**config.mk**
```make
export PLATFORM = sky130hd
export DESIGN_NAME = bds_ctrl
export DESIGN_NICKNAME = d
export VERILOG_FILES = /design/src/sv/bds_pkg.sv /design/src/sv/bds_ctrl.sv
export SDC_FILE = /design/constraint.sdc
export NUM_CORES = 1
export LEC_CHECK = 0
export BUFFER_PORTS_ARGS = -buffer_cell sky130_fd_sc_hd__clkbuf_2
export CORE_MARGIN = 5
export CORE_UTILIZATION = 40
export DETAILED_ROUTE_END_ITERATION = 8
export PLACE_DENSITY_LB_ADDON = 0.2
export SYNTH_ARGS = -nofsm -noshare
export SYNTH_HDL_FRONTEND = slang
export SYNTH_SLANG_ARGS = --single-unit
```
**constraint.sdc**
```tcl
create_clock -name clk -period 4.9 [get_ports clk]
set_input_delay 0.49 -clock clk [delete_from_list [all_inputs] [get_ports clk]]
set_output_delay 0.49 -clock clk [all_outputs]
set_load 0.1 [all_outputs]
```
**src/sv/bds_pkg.sv**
```systemverilog
// shared constants, command and status structs for the statistics block
// no dependencies
`default_nettype none

package bds_pkg;

  localparam int SAMPLE_BITS = 32;
  localparam int FRAC_BITS   = 16;
  localparam int PQ_BITS     = 16;
  localparam int D_W         = SAMPLE_BITS + FRAC_BITS;
  localparam int OUT_W       = 48;
  localparam int CV_W        = 32;
  localparam int MUL_CHUNK   = 16;
  localparam int MUL_STEPS   = D_W / MUL_CHUNK;
  localparam int MUL_CW      = 2;
  localparam int SQ_CW       = $clog2(D_W);
  localparam int PCT_NUM     = 6;
  localparam int PCT_KW      = 3;
  localparam int DEFAULT_MAX_SAMPLES = 1024;

  // 100 percent in Q.16
  localparam logic [D_W-1:0] CV_SCALE = D_W'(6553600);

  // percentile points in Q0.16, median first
  function automatic logic [PQ_BITS-1:0] pct_point(input logic [PCT_KW-1:0] k);
    logic [PQ_BITS-1:0] p;
    unique case (k)
      3'd0:    p = 16'd32768;
      3'd1:    p = 16'd3277;
      3'd2:    p = 16'd16384;
      3'd3:    p = 16'd49152;
      3'd4:    p = 16'd62259;
      3'd5:    p = 16'd64881;
      default: p = '0;
    endcase
    return p;
  endfunction

  typedef struct packed {
    logic accept;
    logic ins_read;
    logic ins_cmp;
    logic mean_start;
    logic mean_take;
    logic v_read;
    logic v_mul;
    logic v_take;
    logic var_start;
    logic var_take;
    logic sq_start;
    logic sq_take;
    logic cvm_start;
    logic cvd_start;
    logic cv_take;
    logic p_lo;
    logic p_hi;
    logic p_mul;
    logic p_take;
    logic publish;
  } cmd_t;

  typedef struct packed {
    logic full;
    logic j_zero;
    logic ins_gt;
    logic div_done;
    logic mul_done;
    logic sq_done;
    logic v_last;
    logic mean_zero;
    logic p_last;
    logic out_free;
  } stat_t;

endpackage

`default_nettype wire

```
**src/sv/bds_ctrl.sv**
```systemverilog
// sequencer for load, insertion, mean, variance, root, cv and percentile steps
// depends on bds_pkg
`default_nettype none

module bds_ctrl (
  input  wire logic          clk,
  input  wire logic          rst,
  input  wire logic          sample_valid,
  input  wire logic          last_sample,
  output logic               sample_ready,
  output bds_pkg::cmd_t      cmd,
  input  wire bds_pkg::stat_t st
);

  import bds_pkg::*;

  localparam logic [4:0] ST_IDLE    = 5'd0;
  localparam logic [4:0] ST_INS_RD  = 5'd1;
  localparam logic [4:0] ST_INS_CMP = 5'd2;
  localparam logic [4:0] ST_MEAN    = 5'd3;
  localparam logic [4:0] ST_MEAN_W  = 5'd4;
  localparam logic [4:0] ST_V_RD    = 5'd5;
  localparam logic [4:0] ST_V_MUL   = 5'd6;
  localparam logic [4:0] ST_V_W     = 5'd7;
  localparam logic [4:0] ST_VAR     = 5'd8;
  localparam logic [4:0] ST_VAR_W   = 5'd9;
  localparam logic [4:0] ST_SQ      = 5'd10;
  localparam logic [4:0] ST_SQ_W    = 5'd11;
  localparam logic [4:0] ST_CV_M    = 5'd12;
  localparam logic [4:0] ST_CV_MW   = 5'd13;
  localparam logic [4:0] ST_CV_D    = 5'd14;
  localparam logic [4:0] ST_CV_DW   = 5'd15;
  localparam logic [4:0] ST_P_A     = 5'd16;
  localparam logic [4:0] ST_P_B     = 5'd17;
  localparam logic [4:0] ST_P_C     = 5'd18;
  localparam logic [4:0] ST_P_W     = 5'd19;
  localparam logic [4:0] ST_DONE    = 5'd20;

  logic [4:0] state, state_next;
  logic       last_r, last_r_next;

  assign sample_ready = (state == ST_IDLE);

  always_comb begin
    cmd         = '0;
    state_next  = state;
    last_r_next = last_r;
    unique case (state)
      ST_IDLE: begin
        if (sample_valid) begin
          cmd.accept  = 1'b1;
          last_r_next = last_sample;
          if (st.full) begin
            state_next = last_sample ? ST_MEAN : ST_IDLE;
          end else begin
            state_next = ST_INS_RD;
          end
        end
      end
      ST_INS_RD: begin
        cmd.ins_read = 1'b1;
        if (st.j_zero) begin
          state_next = last_r ? ST_MEAN : ST_IDLE;
        end else begin
          state_next = ST_INS_CMP;
        end
      end
      ST_INS_CMP: begin
        cmd.ins_cmp = 1'b1;
        if (st.ins_gt) begin
          state_next = ST_INS_RD;
        end else begin
          state_next = last_r ? ST_MEAN : ST_IDLE;
        end
      end
      ST_MEAN: begin
        cmd.mean_start = 1'b1;
        state_next     = ST_MEAN_W;
      end
      ST_MEAN_W: begin
        if (st.div_done) begin
          cmd.mean_take = 1'b1;
          state_next    = ST_V_RD;
        end
      end
      ST_V_RD: begin
        cmd.v_read = 1'b1;
        state_next = ST_V_MUL;
      end
      ST_V_MUL: begin
        cmd.v_mul  = 1'b1;
        state_next = ST_V_W;
      end
      ST_V_W: begin
        if (st.mul_done) begin
          cmd.v_take = 1'b1;
          state_next = st.v_last ? ST_VAR : ST_V_RD;
        end
      end
      ST_VAR: begin
        cmd.var_start = 1'b1;
        state_next    = ST_VAR_W;
      end
      ST_VAR_W: begin
        if (st.div_done) begin
          cmd.var_take = 1'b1;
          state_next   = ST_SQ;
        end
      end
      ST_SQ: begin
        cmd.sq_start = 1'b1;
        state_next   = ST_SQ_W;
      end
      ST_SQ_W: begin
        if (st.sq_done) begin
          cmd.sq_take = 1'b1;
          state_next  = st.mean_zero ? ST_P_A : ST_CV_M;
        end
      end
      ST_CV_M: begin
        cmd.cvm_start = 1'b1;
        state_next    = ST_CV_MW;
      end
      ST_CV_MW: begin
        if (st.mul_done) begin
          state_next = ST_CV_D;
        end
      end
      ST_CV_D: begin
        cmd.cvd_start = 1'b1;
        state_next    = ST_CV_DW;
      end
      ST_CV_DW: begin
        if (st.div_done) begin
          cmd.cv_take = 1'b1;
          state_next  = ST_P_A;
        end
      end
      ST_P_A: begin
        cmd.p_lo   = 1'b1;
        state_next = ST_P_B;
      end
      ST_P_B: begin
        cmd.p_hi   = 1'b1;
        state_next = ST_P_C;
      end
      ST_P_C: begin
        cmd.p_mul  = 1'b1;
        state_next = ST_P_W;
      end
      ST_P_W: begin
        if (st.mul_done) begin
          cmd.p_take = 1'b1;
          state_next = st.p_last ? ST_DONE : ST_P_A;
        end
      end
      ST_DONE: begin
        if (st.out_free) begin
          cmd.publish = 1'b1;
          state_next  = ST_IDLE;
        end
      end
      default: begin
        state_next = ST_IDLE;
      end
    endcase
  end

  always_ff @(posedge clk) begin
    if (rst) begin
      state  <= ST_IDLE;
      last_r <= 1'b0;
    end else begin
      state  <= state_next;
      last_r <= last_r_next;
    end
  end

endmodule

`default_nettype wire

```
* Word level (Yosys, flattened, before mapping)
Cells that the tools add are included.
** Cells by class
- Add/subtract/negate cells :: 0
- Multiply operators :: 0
- Div/mod/pow operators :: 0
- $lt $le $gt $ge :: 0
- Equality and inequality tests :: 29
- Shifts and indexed selects :: 0
- Multiplexer cells :: 43
- Bitwise operators :: 0
- Reductions and logical operators :: 3
** Operators by type and width (number)
- $pmux W5 S21 :: 1
- $mux W5 :: 10
- $eq A5 B4 Y1 const B :: 8
- $eq A5 B5 Y1 const B :: 5
- $mux W1 :: 25
- $eq A5 B3 Y1 const B :: 4
- $ne A2 B2 Y1 const B :: 9
- $eq A5 B2 Y1 const B :: 2
- $mux W2 :: 5
- $reduce_and A9 Y1 :: 1
- $eq A5 B1 Y1 const B :: 1
- $logic_not A5 Y1 :: 1
- $mux W4 :: 1
- $mux W3 :: 1
- $reduce_and A2 Y1 :: 1
** Word-level totals
- Register bits after elaboration :: 6
- Latch bits :: 0
- Bits in writable memories :: 0
- Memory bits (read-only) :: 0
- Input port bits :: 14
- Output and inout bits :: 21
- Logic and storage cells :: 77
- Memories kept :: 0

* Logic depth before layout (Yosys ltp)
- Word-level depth :: 4
- Gate-level depth with buffers :: 7
- Depth with buffers taken out :: 5

* Worst setup path before layout
No wires, ideal clock.
- Kind :: reg2out
- From :: register state[1]
- To :: output port cmd[3] in the netlist's numbering
- Data arrival time :: 3.644 ns
- Data required time :: 4.410 ns
- Setup slack :: 0.766 ns
- Stages on the path, launching flop included :: 5
- Path buffers :: 2
- Cell sequence :: dfxtp_1 -> clkbuf_1 -> or2_1 -> clkbuf_1 -> nor4_1
** RTL lines
- start: declaration :: RTL line bds_ctrl.sv:39 : logic [4:0] state, state_next;
- start signal: assignment :: RTL line bds_ctrl.sv:174 : state <= state_next;
- end: declaration :: RTL line bds_ctrl.sv:11 : output bds_pkg::cmd_t cmd,

==> results.md <==
- Cells after Synth: 124
- Yosys top cell by area: dfxtp_1
- Initial DRC Count: 30
- Drt pass-1 iters: 4
- Clk buf depth: 2
- WL/cell: 13.6 µm
- Setup WS post-layout: 2400 ps
- Number of synthesized flops with an enable pin: 0
- CTS sink count: 6
- Placed cells: 174
- WHS Endpoint: state[0]$_SDFFE_PP0P_
- Worst Clk Skew: 4.56 ps
- Mapped Area: 805 µm²
- Crit Reg-Reg Startpoint: state[2]$_SDFFE_PP0P_
- Fin cells: 177
- Startpoint types: flop
- Max Fclk: 399 MHz
- Max_cap viols: 0
- Routability cong.: 0.893
- Peak supply drop: 0.000352 V
- Die Area: 3010 µm²
- Final Critical Period: 2500 ps
- Worst hold start: rst
- CTS buffer count: 3
- H-tree depth: 1
- Top cell type's share of synthesized area: 14.9%
- Final setup TNS: 0 ps
- CP max-delay cell: dfxtp_1
- Max Transition Viols Final: 0
- GR Util All Layers: 17.5%
- Final Net Count: 166
- Post-CTS sizing: 0
- # rows: 16
- Yosys reg bits: 6
- Reg area: 120 µm²
- Initial Util: 41.4%
- Largest net degree at the start of global routing: 25
- Post-synth ARST share: 0%
- Cells on Worst Hold Path: 2
- Grt total ovfl: 0
- Worst EP arrival: 2010 ps
- Worst skew pair latency: 250 ps
- PnR Total Power: 595 µW
- Worst Reg-to-Reg Cells: 5
- DP Worst Slack: 2590 ps
- CP required: 4410 ps
- RSZ-0062 raised after global routing: false
- Worst Setup Path Type: flop to output port
- Worst reg-to-reg setup slack: 2570 ps
- Post-route clock period utilization: 51.1%
- IO Count: 35
- Crit path cell chain: inv_1 -> nor2_1 -> nand2_1 -> nor3_1 -> clkbuf_2
- Ys Warns: 0
- Vias in the first global route: 952
- Netlist cell types: 41
- DR DRC count: 0
- Worst path top cell family by delay: buffers and inverters
- Synth top area cells: dfxtp_1, nor2_1, nand2_1
- Routed Antenna Nets: 0
- HP Class: primary input to flop
- FILL cells: 220
- Die X: 54.8 µm
- Die H: 54.8 µm
- Setup Fix Bufs, Post-CTS: 0
- Leakage: 0.000416 µW
- Clock root cell: clkbuf_4
- Worst slew pin tran: 700 ps
- Post-DP HPWL: 1860 µm
- Run status: complete, no violations
- Post-layout util: 50.3%
- Worst path max stage delay: 690 ps
- Initial antenna violation count: 0
- CTS Hold Buffers Added: 0
- CP Buf/Inv Count: 2
- TritonCTS clock tree: done
- N_diodes: 0
- Setup violators final: 0
- Vias: 1018
- Vias per cell: 5.75
- Synthesis-to-finish area growth: 21.3%
- Setup crit end kind: output port
- Core area: 1940 µm²
- Cell area power density: 610 nW/µm²
- Final Hold Viols: 0
- Port Buf Inserts: 34
- Critical path peak fanout: 19
- Post-synthesis sequential area ratio: 14.9%
- Syn_nets: 138
- Slew margin rel.: 53.3%
- Routed WL: 2410 µm
- Area of the multi-input gates: 614 µm²
- End of the worst register-to-register path: state[3]$_SDFFE_PP0P_
- First-pass GRT wire length: 3920 µm
- Top_reg_cell synth: dfxtp_1
- Mean Syn Cell Area: 6.49 µm²
- Share of cells above drive strength 1: 26.7%
- Worst-path clk slew: 50 ps
-- final cells by class --
class / instances / share of cell area (%)
Multi-Input combinational cell: 103 / 62.9
Timing Repair Buffer: 34 / 17.4
Sequential cell: 6 / 12.3
Tap cell: 27 / 3.46
Clock buffer: 3 / 2.31
Inverter: 4 / 1.54
-- kinds of logic after synthesis --
kind of cell	synth area share (%)
compound gates	26.8
xor+xnor	1.09
buf+inv	8.71
flops	14.9
mux	1.24
simple gates	47.3
-- per-stage QoR --
stage / hold slack (ps) / cell area (µm²)
3_3_place_gp: 559 / 953
3_5_place_dp: 542 / 953
2_1_floorplan: 485 / 805
6_report: 502 / 976
4_1_cts: 491 / 976
5_1_grt: 501 / 976
-- worst register-to-register path, stage by stage (launching register included) --
cell      delay (ps)
dfxtp_1          760
or4b_1           500
a311o_1          360
o2111a_2         210
and2_4           180
a32o_1           210
-- worst max-delay path by stage --
| stage | start | endpoint | slack (ps) | cells after the start |
|---|---|---|---|---|
| 5_1_grt | state[4]$_SDFFE_PP0P_ | cmd[1] | 2230 | 5 |
| 3_5_place_dp | state[2]$_SDFFE_PP0P_ | state[3]$_SDFFE_PP0P_ | 2590 | 5 |
| 2_1_floorplan | state[1]$_SDFFE_PP0P_ | cmd[3] | 770 | 4 |
| 4_1_cts | state[2]$_SDFFE_PP0P_ | cmd[0] | 2400 | 4 |
| 3_3_place_gp | state[2]$_SDFFE_PP0P_ | state[3]$_SDFFE_PP0P_ | 2670 | 5 |
| 6_report | state[4]$_SDFFE_PP0P_ | cmd[1] | 2400 | 5 |
-- Yosys cell counts, types with 4 or more instances --
cell type	number
a21oi_1	5
buf_2	5
dfxtp_1	6
inv_1	4
nand2_1	10
nand2b_1	5
nor2_1	23
nor2b_1	5
nor3_1	7
o21ai_0	4
or3_1	4
-- state kept, by name (all words and copies together), names as in the netlist --
register and count:
last_r 1, state 5
-- power by group --
part | internal [µW] | leakage [µW] | total (µW) | switching [µW]
clock | 27.8 | 0.0000138 | 47.0 | 19.2
sequential | 62.9 | 0.0000492 | 120 | 56.6
combinational | 119 | 0.000353 | 429 | 309
-- cell usage in the layout (no fill, tap or decap), drive strengths merged, types with 2 or more instances in the layout --
cell    count
a211oi      3
a21oi       5
a31oi       2
a32o        2
a32oi       3
and3        3
clkbuf     37
dfxtp       6
inv         4
nand2      10
nand2b      5
nand3       3
nand4       2
nor2       23
nor2b       5
nor3        7
o211ai      3
o21ai       4
or3         5
-- routing by layer --
| metal | part of all wire, % | vias up | global-route usage, % |
|---|---|---|---|
| met1 | 46 | 466 | 23.5 |
| li1 | - | 505 | - |
| met5 | 0 | - | 0 |
| met2 | 45 | 43 | 27.6 |
| met4 | 1.5 | 0 | 5.81 |
| met3 | 7.6 | 4 | 3.27 |
Power figures use the tool's default switching activity.
